[src/rtl/core/bsort_pkg.sv]
// Package of shared constants for the bucket sort core.
`default_nettype none
package bsort_pkg;
    localparam int MAX_ITEMS_DEF   = 64;
    localparam int MAX_BUCKETS_DEF = 16;
    localparam int VAL_W           = 17;
    localparam int BCNT_W          = 5;
    localparam int PADDR_W         = 3;
    localparam logic [BCNT_W-1:0] BCNT_RST  = 5'd16;
    localparam logic [VAL_W-1:0]  BWIDTH_RST = 17'd6250;
    localparam logic REG_BCNT   = 1'b0;
    localparam logic REG_BWIDTH = 1'b1;
endpackage
`default_nettype wire

[src/rtl/core/bsort_ram.sv]
// Generic simple dual-port RAM with registered read.
`default_nettype none
module bsort_ram #(
    parameter int WIDTH = 8,
    parameter int DEPTH = 16
) (
    input  wire                      aclk,
    input  wire                      we,
    input  wire [$clog2(DEPTH)-1:0]  waddr,
    input  wire [WIDTH-1:0]          wdata,
    input  wire [$clog2(DEPTH)-1:0]  raddr,
    output logic [WIDTH-1:0]         rdata
);
    logic [WIDTH-1:0] mem [DEPTH];

    always_ff @(posedge aclk) begin
        if (we) begin
            mem[waddr] <= wdata;
        end
        rdata <= mem[raddr];
    end
endmodule
`default_nettype wire

[src/rtl/core/bucket_sort_core.sv]
// Top level of the bucket sort core: load, bucket tagging, in-memory insertion, readout.
`default_nettype none
// Values arrive one transaction at a time and are kept in one RAM as {bucket, value}
// keys, held in ascending key order, so the readout is bucket by bucket and ascending
// within each bucket. An accepted value first gets its bucket by repeated addition of
// the bucket width, then is inserted by walking the RAM downward, one read-compare-write
// per cycle. A value arriving with the store full is dropped and sets the overflow flag,
// which rides on every result of that run. On the transaction marked last, all stored
// values are read out, each result via ST_ORD then ST_OCAP (which waits while the
// result register is full), the final one flagged; the store, count and flag are then
// clear for the next set. The result register decouples the sides: the next set may
// start loading while the final result still waits. Configuration: bucket_count at
// address 0, bucket_width at address 4.
module bucket_sort_core #(
    parameter int MAX_ITEMS   = bsort_pkg::MAX_ITEMS_DEF,
    parameter int MAX_BUCKETS = bsort_pkg::MAX_BUCKETS_DEF
) (
    input  wire                             aclk,
    input  wire                             aresetn,
    input  wire                             psel,
    input  wire                             penable,
    input  wire                             pwrite,
    input  wire [bsort_pkg::PADDR_W-1:0]    paddr,
    input  wire [31:0]                      pwdata,
    output logic [31:0]                     prdata,
    output logic                            pready,
    input  wire                             s_valid,
    output logic                            s_ready,
    input  wire [bsort_pkg::VAL_W-1:0]      s_value,
    input  wire                             s_last,
    output logic                            m_valid,
    input  wire                             m_ready,
    output logic [bsort_pkg::VAL_W-1:0]     m_sorted_value,
    output logic                            m_final_res,
    output logic                            m_overflow
);
    localparam int VW  = bsort_pkg::VAL_W;
    localparam int AW  = $clog2(MAX_ITEMS);
    localparam int CW  = $clog2(MAX_ITEMS + 1);
    localparam int TW  = (MAX_BUCKETS > 1) ? $clog2(MAX_BUCKETS) : 1;
    localparam int KW  = TW + VW;
    localparam int ACW = VW + 2;

    typedef enum logic [2:0] {
        ST_IDLE, ST_DIV, ST_RD, ST_CMP, ST_KEY0, ST_ORD, ST_OCAP
    } state_t;

    state_t              state_reg;
    logic [4:0]          bcnt_reg;
    logic [VW-1:0]       bwidth_reg;
    logic [VW-1:0]       val_reg;
    logic                last_reg;
    logic [TW-1:0]       k_reg;
    logic [ACW-1:0]      acc_reg;
    logic [CW-1:0]       cnt_reg;
    logic [CW-1:0]       pos_reg;
    logic [AW-1:0]       o_reg;
    logic                flag_reg;

    logic                we;
    logic [AW-1:0]       waddr;
    logic [KW-1:0]       wdata;
    logic [AW-1:0]       raddr;
    logic [KW-1:0]       rdata;
    logic [KW-1:0]       key;
    logic [6:0]          nb_used;
    logic [TW-1:0]       nb_m1;
    logic [ACW-1:0]      width_eff;
    logic                cfg_wr;
    logic                is_final;

    assign pready  = 1'b1;
    assign cfg_wr  = psel && penable && pwrite;
    assign s_ready = (state_reg == ST_IDLE);
    assign key     = {k_reg, val_reg};
    assign is_final = (o_reg == AW'(cnt_reg - CW'(1)));

    always_comb begin
        prdata = 32'd0;
        if (paddr[2] == bsort_pkg::REG_BWIDTH) begin
            prdata[VW-1:0] = bwidth_reg;
        end else begin
            prdata[4:0] = bcnt_reg;
        end
    end

    // Clamp the bucket count into 1..MAX_BUCKETS; width zero acts as one.
    always_comb begin
        if (bcnt_reg == 5'd0) begin
            nb_used = 7'd1;
        end else if ({2'b00, bcnt_reg} > 7'(MAX_BUCKETS)) begin
            nb_used = 7'(MAX_BUCKETS);
        end else begin
            nb_used = {2'b00, bcnt_reg};
        end
        nb_m1 = TW'(nb_used - 7'd1);
        width_eff = (bwidth_reg == '0) ? ACW'(1) : {2'b00, bwidth_reg};
    end

    // RAM port control: insertion walk and readout.
    always_comb begin
        we    = 1'b0;
        waddr = '0;
        wdata = key;
        raddr = o_reg;
        case (state_reg)
            ST_RD: begin
                if (cnt_reg == '0) begin
                    we = 1'b1;
                end else begin
                    raddr = AW'(cnt_reg - CW'(1));
                end
            end
            ST_CMP: begin
                we    = 1'b1;
                waddr = pos_reg[AW-1:0];
                if (rdata > key) begin
                    wdata = rdata;
                    raddr = AW'(pos_reg - CW'(2));
                end
            end
            ST_KEY0: begin
                we = 1'b1;
            end
            default: begin
                raddr = o_reg;
            end
        endcase
    end

    bsort_ram #(.WIDTH(KW), .DEPTH(MAX_ITEMS)) u_store (
        .aclk  (aclk),
        .we    (we),
        .waddr (waddr),
        .wdata (wdata),
        .raddr (raddr),
        .rdata (rdata)
    );

    always_ff @(posedge aclk) begin
        if (!aresetn) begin
            state_reg  <= ST_IDLE;
            bcnt_reg   <= bsort_pkg::BCNT_RST;
            bwidth_reg <= bsort_pkg::BWIDTH_RST;
            cnt_reg    <= '0;
            flag_reg   <= 1'b0;
            m_valid    <= 1'b0;
            o_reg      <= '0;
            pos_reg    <= '0;
        end else begin
            if (cfg_wr) begin
                if (paddr[2] == bsort_pkg::REG_BCNT) begin
                    bcnt_reg <= pwdata[4:0];
                end else begin
                    bwidth_reg <= pwdata[VW-1:0];
                end
            end
            // Drop the result once taken; during readout the capture below decides.
            if (m_ready && state_reg != ST_OCAP) begin
                m_valid <= 1'b0;
            end
            case (state_reg)
                ST_IDLE: begin
                    if (s_valid) begin
                        last_reg <= s_last;
                        o_reg    <= '0;
                        if (cnt_reg == CW'(MAX_ITEMS)) begin
                            flag_reg <= 1'b1;
                            if (s_last) begin
                                state_reg <= ST_ORD;
                            end
                        end else begin
                            val_reg   <= s_value;
                            k_reg     <= '0;
                            acc_reg   <= width_eff;
                            state_reg <= ST_DIV;
                        end
                    end
                end
                ST_DIV: begin
                    // Advance the bucket while the next boundary is not above the value.
                    if (k_reg < nb_m1 && acc_reg <= {2'b00, val_reg}) begin
                        k_reg   <= k_reg + TW'(1);
                        acc_reg <= acc_reg + width_eff;
                    end else begin
                        state_reg <= ST_RD;
                    end
                end
                ST_RD: begin
                    if (cnt_reg == '0) begin
                        cnt_reg   <= cnt_reg + CW'(1);
                        state_reg <= last_reg ? ST_ORD : ST_IDLE;
                    end else begin
                        pos_reg   <= cnt_reg;
                        state_reg <= ST_CMP;
                    end
                end
                ST_CMP: begin
                    if (rdata > key) begin
                        if (pos_reg == CW'(1)) begin
                            state_reg <= ST_KEY0;
                        end else begin
                            pos_reg <= pos_reg - CW'(1);
                        end
                    end else begin
                        cnt_reg   <= cnt_reg + CW'(1);
                        state_reg <= last_reg ? ST_ORD : ST_IDLE;
                    end
                end
                ST_KEY0: begin
                    cnt_reg   <= cnt_reg + CW'(1);
                    state_reg <= last_reg ? ST_ORD : ST_IDLE;
                end
                ST_ORD: begin
                    state_reg <= ST_OCAP;
                end
                ST_OCAP: begin
                    // Hold the read until the result register is free.
                    if (!m_valid || m_ready) begin
                        m_valid        <= 1'b1;
                        m_sorted_value <= rdata[VW-1:0];
                        m_final_res    <= is_final;
                        m_overflow     <= flag_reg;
                        if (is_final) begin
                            cnt_reg   <= '0;
                            flag_reg  <= 1'b0;
                            state_reg <= ST_IDLE;
                        end else begin
                            o_reg     <= o_reg + AW'(1);
                            state_reg <= ST_ORD;
                        end
                    end
                end
                default: begin
                    state_reg <= ST_IDLE;
                end
            endcase
        end
    end

    a_cnt_bound: assert property (@(posedge aclk) disable iff (!aresetn)
        cnt_reg <= CW'(MAX_ITEMS))
        else $error("stored count exceeds capacity");

    a_walk_pos: assert property (@(posedge aclk) disable iff (!aresetn)
        (state_reg == ST_CMP) |-> (pos_reg != '0 && pos_reg <= cnt_reg))
        else $error("insertion walk out of range");

    a_out_src: assert property (@(posedge aclk) disable iff (!aresetn)
        $rose(m_valid) |-> $past(state_reg == ST_OCAP))
        else $error("result raised outside readout");

    a_read_idx: assert property (@(posedge aclk) disable iff (!aresetn)
        (state_reg == ST_OCAP) |-> ({1'b0, o_reg} < (AW+1)'(cnt_reg)))
        else $error("readout index past stored count");
endmodule
`default_nettype wire

[config.mk]
export PLATFORM = sky130hd
export DESIGN_NAME = bucket_sort_core
export DESIGN_NICKNAME = d
export VERILOG_FILES = /design/src/rtl/core/bsort_pkg.sv /design/src/rtl/core/bsort_ram.sv /design/src/rtl/core/bucket_sort_core.sv
export SDC_FILE = /design/constraint.sdc
export NUM_CORES = 2
export LEC_CHECK = 0
export BUFFER_PORTS_ARGS = -buffer_cell sky130_fd_sc_hd__buf_2
export CAP_MARGIN = 20
export CORE_UTILIZATION = 55
export DETAILED_ROUTE_END_ITERATION = 8
export GPL_ROUTABILITY_DRIVEN = 0
export HOLD_SLACK_MARGIN = 0.08
export PLACE_DENSITY = 0.81
export SETUP_SLACK_MARGIN = 0.15
export SLEW_MARGIN = 15
export SYNTH_ARGS = -nofsm -noshare
export SYNTH_HDL_FRONTEND = slang
export SYNTH_SLANG_ARGS = --single-unit
[constraint.sdc]
create_clock -name aclk -period 6.9 [get_ports aclk]
set_input_delay 0.345 -clock aclk [delete_from_list [all_inputs] [get_ports aclk]]
set_output_delay 0.345 -clock aclk [all_outputs]
set_load 0.05 [all_outputs]
==> metrics.cfg <==
[min_path]
hp-class = in -> reg
min_from = pwrite

[cts]
clk_path_buf_depth = 3
postCtsSetupBuffers = 0
cts.repair.resized = 0
cts_buffers = 140
insertion_delay_ns = 0.75
cts_tree = yes
cts-root-buf = clkbuf_16
htreeDepth = 4
cts.sinks = 1472
clk_pin_slew_ns = 0.06

[setup_path]
max_stage_delay_ns = 1.09
worstPathCellList = inv_1, ha_1, a41o_1, a21oi_1, o2bb2ai_1, or4_1, o2111ai_1, and2_4, nor2_2, nand2_1, o22ai_1, o41ai_1, o211ai_1
criticalPathCategory = reg -> reg
crit_cells = 13
rrSetupSlack_ns = 1.13
cp.required_ns = 7.46
reg2regPathDepth = 13
arrival_ns = 6.34
critPathLaunchType = flop
cp_max_fo = 28
critPathTopFamily = compound AO/OA/AOI/OAI gates
slowest_stage = o41ai_1
critPathLaunch = val_reg[10]
crit_buf_inv = 1
endpoint = u_store.rdata[11]
worst_r2r_startpoint = val_reg[10]
endpoint_kind = flop
regToRegEndpoint = u_store.rdata[11]

[job]
maxCapViolations = 0

[die]
dieHeight_um = 330
rows = 119
coreArea_sq_um = 106000
die_area_sq_um = 109000
io_pins = 114
initial_utilization = 0.558
die_x_um = 330

[power]
total_power_mw = 21.2
ir_worst_vdd_mv = 0.281
leakagePower_nw = 24.5
powerDensity_nw_per_um2 = 318

[placement]
port_buffers = 80
placed_cells = 4970
dp_slack_ns = 1.41
dp_hpwl_um = 78800

[logic_synthesis]
synth_compound_area_frac = 0.0669
synth_area_sq_um = 59100
synthMuxAreaShare = 0.106
synth_adder_area_share = 0.0145
yosys-top-cells-area = edfxtp_1, mux2i_1, mux4_2, dfxtp_1, o22ai_1
synthFlopType = edfxtp_1
yosysTopAreaCell = edfxtp_1
synth_simple_gate_area_share = 0.0494
ys_ff_latch = 1472
yosys_warnings = 0
syn_inst = 3576
synth-xor-area-share = 0.00578
synth_top_family_by_area = multiplexers
yosysSeqAreaShare = 0.737
ys_types = 79
synth_edf_count = 1404
synth_top_area_share = 0.714
async_flop_share = 0
avgSynthCellArea_sq_um = 16.5

[route]
drc_errors = 0
vias = 33789
vias_per_cell = 6.42
first_pass_iters = 6
wl_um = 141000
wl_per_cell_um = 26.7
initialDrtViolationCount = 4020
antenna_left = 0

[cells_and_area]
final_cell_mix = edfxtp_1, mux2i_1, nand2_1
largest_reg_flops = 1344
area_growth_pct = 13.0
instances_no_fill = 5267
nets = 3894
drive_above_1_share = 0.157
mostFrequentLayoutCell = edfxtp_1

[global_routing]
antenna_found_initial = 7
grt_pass1_vias = 33747
grtUsageTotal = 0.260
grt_max_degree = 100
grt_pass1_wl_um = 208000
grt-ovfl-total = 0

[sta]
grt_setup_unrepaired = false
clock.fmax_mhz = 173
final.min_clock_period_ns = 5.77
hold_viol = 0
setup_violations = 0
worstMarginPinSlew_ns = 1.16
clock-skew-final_ns = 0.0329
period_share = 0.837
maxSlewHeadroom = 0.216
slew_violations = 0
fin_tns_setup_ns = 0
setup_ws_ns = 1.13

[run_status]
status = finished clean

## worst register-to-register path: cells and delay by family (launching register included)
kind            cells  cell delay [ns]
fa+ha+maj           1             0.28
simple gates        4             2.16
buf+inv             1             0.18
compound gates      7             2.59
flops               1             0.39
## cell usage after synthesis, drive strengths merged, types with 20 or more instances
cell type  instances
a21oi             66
a22oi             39
a311oi            20
a31oi             28
a32o              20
and4              21
buf              130
clkbuf            91
dfxtp             68
edfxtp          1404
ha                67
inv               39
mux2i            437
mux4              78
nand2            284
nand3             67
nand4             21
nor2             131
o211ai            23
o21ai            109
o22ai            202
o41ai             22
xnor2             20
## where the power goes
group	switching [mW]	total, mW	internal (mW)
clock network	3.20	7.64	4.45
logic	2.28	3.30	1.02
registers	0.160	10.2	10.1
total	5.64	21.2	15.6
## cell families (layout without fill, tap and decap cells)
family                     Yosys count  count (layout)
DFF                               1472            1472
adders and majority gates           68              68
AOI/OAI and AO/OA                  595             595
buffers and inverters              260             544
muxes                              525             525
other                                2              18
and+or+nand+nor                    615             615
xor gates and xnor gates            39              39
## area by class of cell
cell class	count	area, sq um
flip-flops and latches	1472	43500
multi-input cells	1858	14800
clock buffers	184	3880
well taps	1391	1740
repair buffers	255	1960
clock inverters	66	672
fillers	6920	39100
inverters	39	146
diodes	2	5.00
## timing repair
item,CTS,global route
hold endpoints to repair,50,0
endpoints found under the setup margin,0,0
hold buffers,45,0
## routing by layer
layer	wire, um	global-route usage	vias up
met5	41	0	-
met4	7180	0.135	6
met3	13200	0.0497	386
met2	69100	0.428	1922
met1	51300	0.329	16967
li1	-	-	14508
## how the worst min path moves through the flow
stage / cells past startpoint / slack, ns / endpoint
3_5_place_dp: 0 / 0.46 / m_overflow
2_1_floorplan: 0 / 0.42 / m_overflow
5_1_grt: 4 / 0.27 / bcnt_reg[1]
4_1_cts: 4 / 0.21 / bcnt_reg[1]
3_3_place_gp: 0 / 0.44 / m_overflow
6_report: 4 / 0.24 / bcnt_reg[1]
## metrics by stage
stage | hold slack [ns] | area (sq um) | utilization
finish | 0.241 | 66700 | 0.630
global route | 0.266 | 66700 | 0.630
CTS | 0.215 | 66700 | 0.630
detailed placement | 0.458 | 61700 | 0.583
floorplan | 0.419 | 59100 | -
global placement | 0.435 | 61700 | 0.583
Note: power is estimated with default switching activity, not from simulation.
